$ cat config.mk
export PLATFORM = sky130hd
export DESIGN_NAME = tspnn_ram
export DESIGN_NICKNAME = d
export VERILOG_FILES = /design/src/hw/rtl/tspnn_ram.sv
export SDC_FILE = /design/constraint.sdc
export NUM_CORES = 2
export LEC_CHECK = 0
export ABC_CLOCK_PERIOD_IN_PS = 4950
export BUFFER_PORTS_ARGS = -buffer_cell sky130_fd_sc_hd__buf_4
export CORE_UTILIZATION = 55
export DETAILED_ROUTE_END_ITERATION = 6
export PLACE_DENSITY = 0.8
export SYNTH_ARGS = -nofsm -noshare
export SYNTH_HDL_FRONTEND = slang
export SYNTH_SLANG_ARGS = --single-unit
$ cat constraint.sdc
create_clock -name clk -period 4.95 [get_ports clk]
set_input_delay 0.2475 -clock clk [delete_from_list [all_inputs] [get_ports clk]]
set_output_delay 0.2475 -clock clk [all_outputs]
set_load 0.02 [all_outputs]
$ cat src/hw/rtl/tspnn_ram.sv
// Generic single-write, single-read RAM with registered read data.
// Used for the cost matrix of the nearest-neighbor tour block. No dependencies.
module tspnn_ram #(
  parameter int WIDTH = 16,
  parameter int DEPTH = 256
) (
  input  logic                     clk,
  input  logic                     wr_en,
  input  logic [$clog2(DEPTH)-1:0] wr_addr,
  input  logic [WIDTH-1:0]         wr_data,
  input  logic [$clog2(DEPTH)-1:0] rd_addr,
  output logic [WIDTH-1:0]         rd_data
);

  logic [WIDTH-1:0] mem [DEPTH];
  logic [WIDTH-1:0] rd_data_r;

  always_ff @(posedge clk) begin
    if (wr_en) begin
      mem[wr_addr] <= wr_data;
    end
    rd_data_r <= mem[rd_addr];
  end

  assign rd_data = rd_data_r;

endmodule

==> flow_summary.toml <==
[run_status]
status = "finished clean"

[hold_path]
hold_path_class = "input port to flop"

[clock_network]
cts_tree = "yes"
insertion_delay_ns = 0.93
htreeDepth = 5
ctsLongestPathBuffers = 4
root_buffer = "clkbuf_16"
numCtsBuffers = 388
clk_pin_slew_ns = 0.07
cts_setup_buffers = 0
cts.sinks = 4112

[logic_synthesis]
yosysSeqAreaShare_pct = 77.7
async_reset_ff_share_pct = 0
synth-seq-cells = 4112
ys_warn_count = 0
ys.flop_type = "edfxtp_1"
avgSynthCellArea_um2 = 21.6
syn_inst = 7360
synth_nets = 7394
synth_enable_flop_cells = 4096
syn_area_mm2 = 0.159
yosysUniqueCellTypes = 52

[floorplan]
die_h_um = 539
start_util_pct = 55.5
die-area_mm2 = 0.291
ioPinCount = 50
rows = 196
core_mm2 = 0.286
die_width_um = 539

[placement]
numPortBuffers = 49
dp_hpwl_um = 244000
dp_cells = 11200
gp_congestion = 0.953
dpl_cell_area_mm2 = 0.166

[grt]
grt_pass1_vias = 82300
gr-total-overflow = 0
antenna_found_initial = 27
grt_pass1_wl_um = 605000
grt.total_usage_pct = 29.3
grt_start_max_net_pins = 169

[cells_and_area]
fin_cells = 11900
areaGrowthSynthToFinish_pct = 12.2
fill_cells = 18000
fin_area_mm2 = 0.178
drive_gt1_share_pct = 24.4
fin_nets = 7875

[timing]
report.final.slew_viol_count = 0
worst_clock_skew_ns = 0.0502
setup_viol = 0
min_period_ns = 3.23
hold_viol = 0
rsz0062_at_grt = "false"
worstMarginPinSlew_ns = 1.33
fin_crit_sh_pct = 65.2
maxSlewHeadroom_pct = 11.4
fin_hold_ws_ns = 0.124
timing.fmax_ghz = 0.310
tns_ns = 0

[critical_path]
worst_path_max_delay_cell = "buf_8"
crit_family = "simple AND/OR/NAND/NOR gates"
end_kind = "flop"
rrSetupSlack_ns = 1.84
crit_chain = "buf_8 -> nand2b_4 -> buf_12 -> buf_4 -> o221ai_1 -> o22ai_1 -> a22oi_1 -> nand3_1 -> nor4_1"
arrival_ns = 4.04
cp-start-kind = "input port"
required_ns = 5.76
path_buf_inv = 3
path_max_fanout = 84
critPathMaxStageDelay_ns = 0.59
critPathKind = "input port to flop"

[route]
routed_wl_um = 430000
vias_per_cell = 6.98
drc_errors = 0
via_count = 83300
drtIter0Drc = 14000
ant_nets = 0
dr.pass1.iters = 7
wl_per_cell_um = 36.1

[power_and_ir_drop]
leakagePower_uw = 0.0566
powerDensity_mw_per_mm2 = 401
power_uw = 71500
ir_drop_v = 0.000332

[job]
max-cap-violations = 0
[power by group]
group / total (uW) / switching (uW) / leakage [uW] / internal, uW
logic: 3690 / 2450 / 0.0137 / 1240
registers: 38500 / 67.5 / 0.0369 / 38400
clock network: 29300 / 12800 / 0.00599 / 16500
total: 71500 / 15400 / 0.0566 / 56100
[synth_stat cells, drive strengths merged, types with 16 or more instances]
| cell | n | share of area [%] |
|---|---|---|
| dfxtp | 16 | 0.20 |
| nor2 | 304 | 0.72 |
| o31ai | 16 | 0.076 |
| a21oi | 175 | 0.55 |
| clkbuf | 230 | 0.54 |
| nand3 | 35 | 0.11 |
| nand4 | 26 | 0.10 |
| o221ai | 253 | 1.4 |
| o21ai | 38 | 0.12 |
| a211oi | 18 | 0.085 |
| o22ai | 148 | 0.58 |
| nor3 | 92 | 0.29 |
| mux2i | 565 | 3.6 |
| a221oi | 28 | 0.15 |
| nand2 | 38 | 0.090 |
| a22o | 32 | 0.18 |
| o32ai | 21 | 0.12 |
| edfxtp | 4096 | 77 |
| buf | 222 | 1.1 |
| nor4 | 18 | 0.075 |
| a22oi | 43 | 0.20 |
| mux2 | 88 | 0.62 |
| mux4 | 797 | 11 |
[cells in the final DEF (no fill, tap or decap), types with 45 or more instances in the layout]
master / netlist / layout
nor2_1: 304 / 280
o221ai_1: 252 / 252
mux4_2: 797 / 797
buf_12: 5 / 45
buf_4: 26 / 462
clkbuf_16: 0 / 393
a21oi_1: 175 / 175
edfxtp_1: 4096 / 4096
clkbuf_1: 230 / 81
clkinv_2: 0 / 62
clkinv_1: 0 / 82
mux2i_1: 565 / 565
nor3_1: 92 / 90
o22ai_1: 148 / 148
mux2_2: 88 / 88
[metrics by stage]
stage	utilization, %	worst slack, ns
floorplan	-	2.54
global placement	57.9	1.08
detailed placement	57.9	1.06
CTS	62.3	1.95
global route	62.3	1.81
finish	62.3	1.72
[final timing paths]
kind | from | end | depth (start not counted)
min reg2reg | mem[249][14]$_DFFE_PP_ | rd_data[14]$_DFF_P_ | 6
min | wr_en | mem[38][4]$_DFFE_PP_ | 3
max reg2reg | mem[59][9]$_DFFE_PP_ | rd_data[9]$_DFF_P_ | 5
max | rd_addr[1] | rd_data[0]$_DFF_P_ | 9
[layout make-up]
| class | count | area [um^2] | area share (%) |
|---|---|---|---|
| Tap cell | 3762 | 4710 | 2.64 |
| Clock buffer | 475 | 10200 | 5.70 |
| Antenna cell | 21 | 52.6 | 0.0295 |
| Clock inverter | 216 | 2140 | 1.20 |
| Inverter | 4 | 27.5 | 0.0155 |
| Multi-Input combinational cell | 2792 | 32800 | 18.4 |
| Timing Repair Buffer | 543 | 4830 | 2.71 |
| Sequential cell | 4112 | 123000 | 69.2 |
[worst min-delay path: stages]
cell	delay, ns
buf_4	0.19
nand3_1	0.18
nor2_1	0.20
[per-layer routing]
metal	track usage (%)	up-vias	wire length [um]	part of all wire, %
met4	16.5	18	28100	6.5
met1	38.1	42600	142000	33
li1	-	32200	-	-
met3	6.96	1340	57400	13
met5	0	-	115	0.027
met2	45.7	7147	202000	47
[repair_timing]
item / CTS / global route
resized for setup: 0 / 0
hold buffers: 16 / 0
endpoints found under the hold margin: 913 / 0
[registers in the layout (all words and copies together), names as in the netlist]
signal	count
rd_data	16
mem	4096
[cell families after synthesis]
group / after synthesis / synth area share (%)
AND/OR/NAND/NOR: 556 / 1.57
AO/OA/AOI/OAI: 786 / 3.54
flip-flops: 4112 / 77.7
multiplexers: 1450 / 15.5
buffers and inverters: 456 / 1.69
Power figures use the tool's default switching activity.
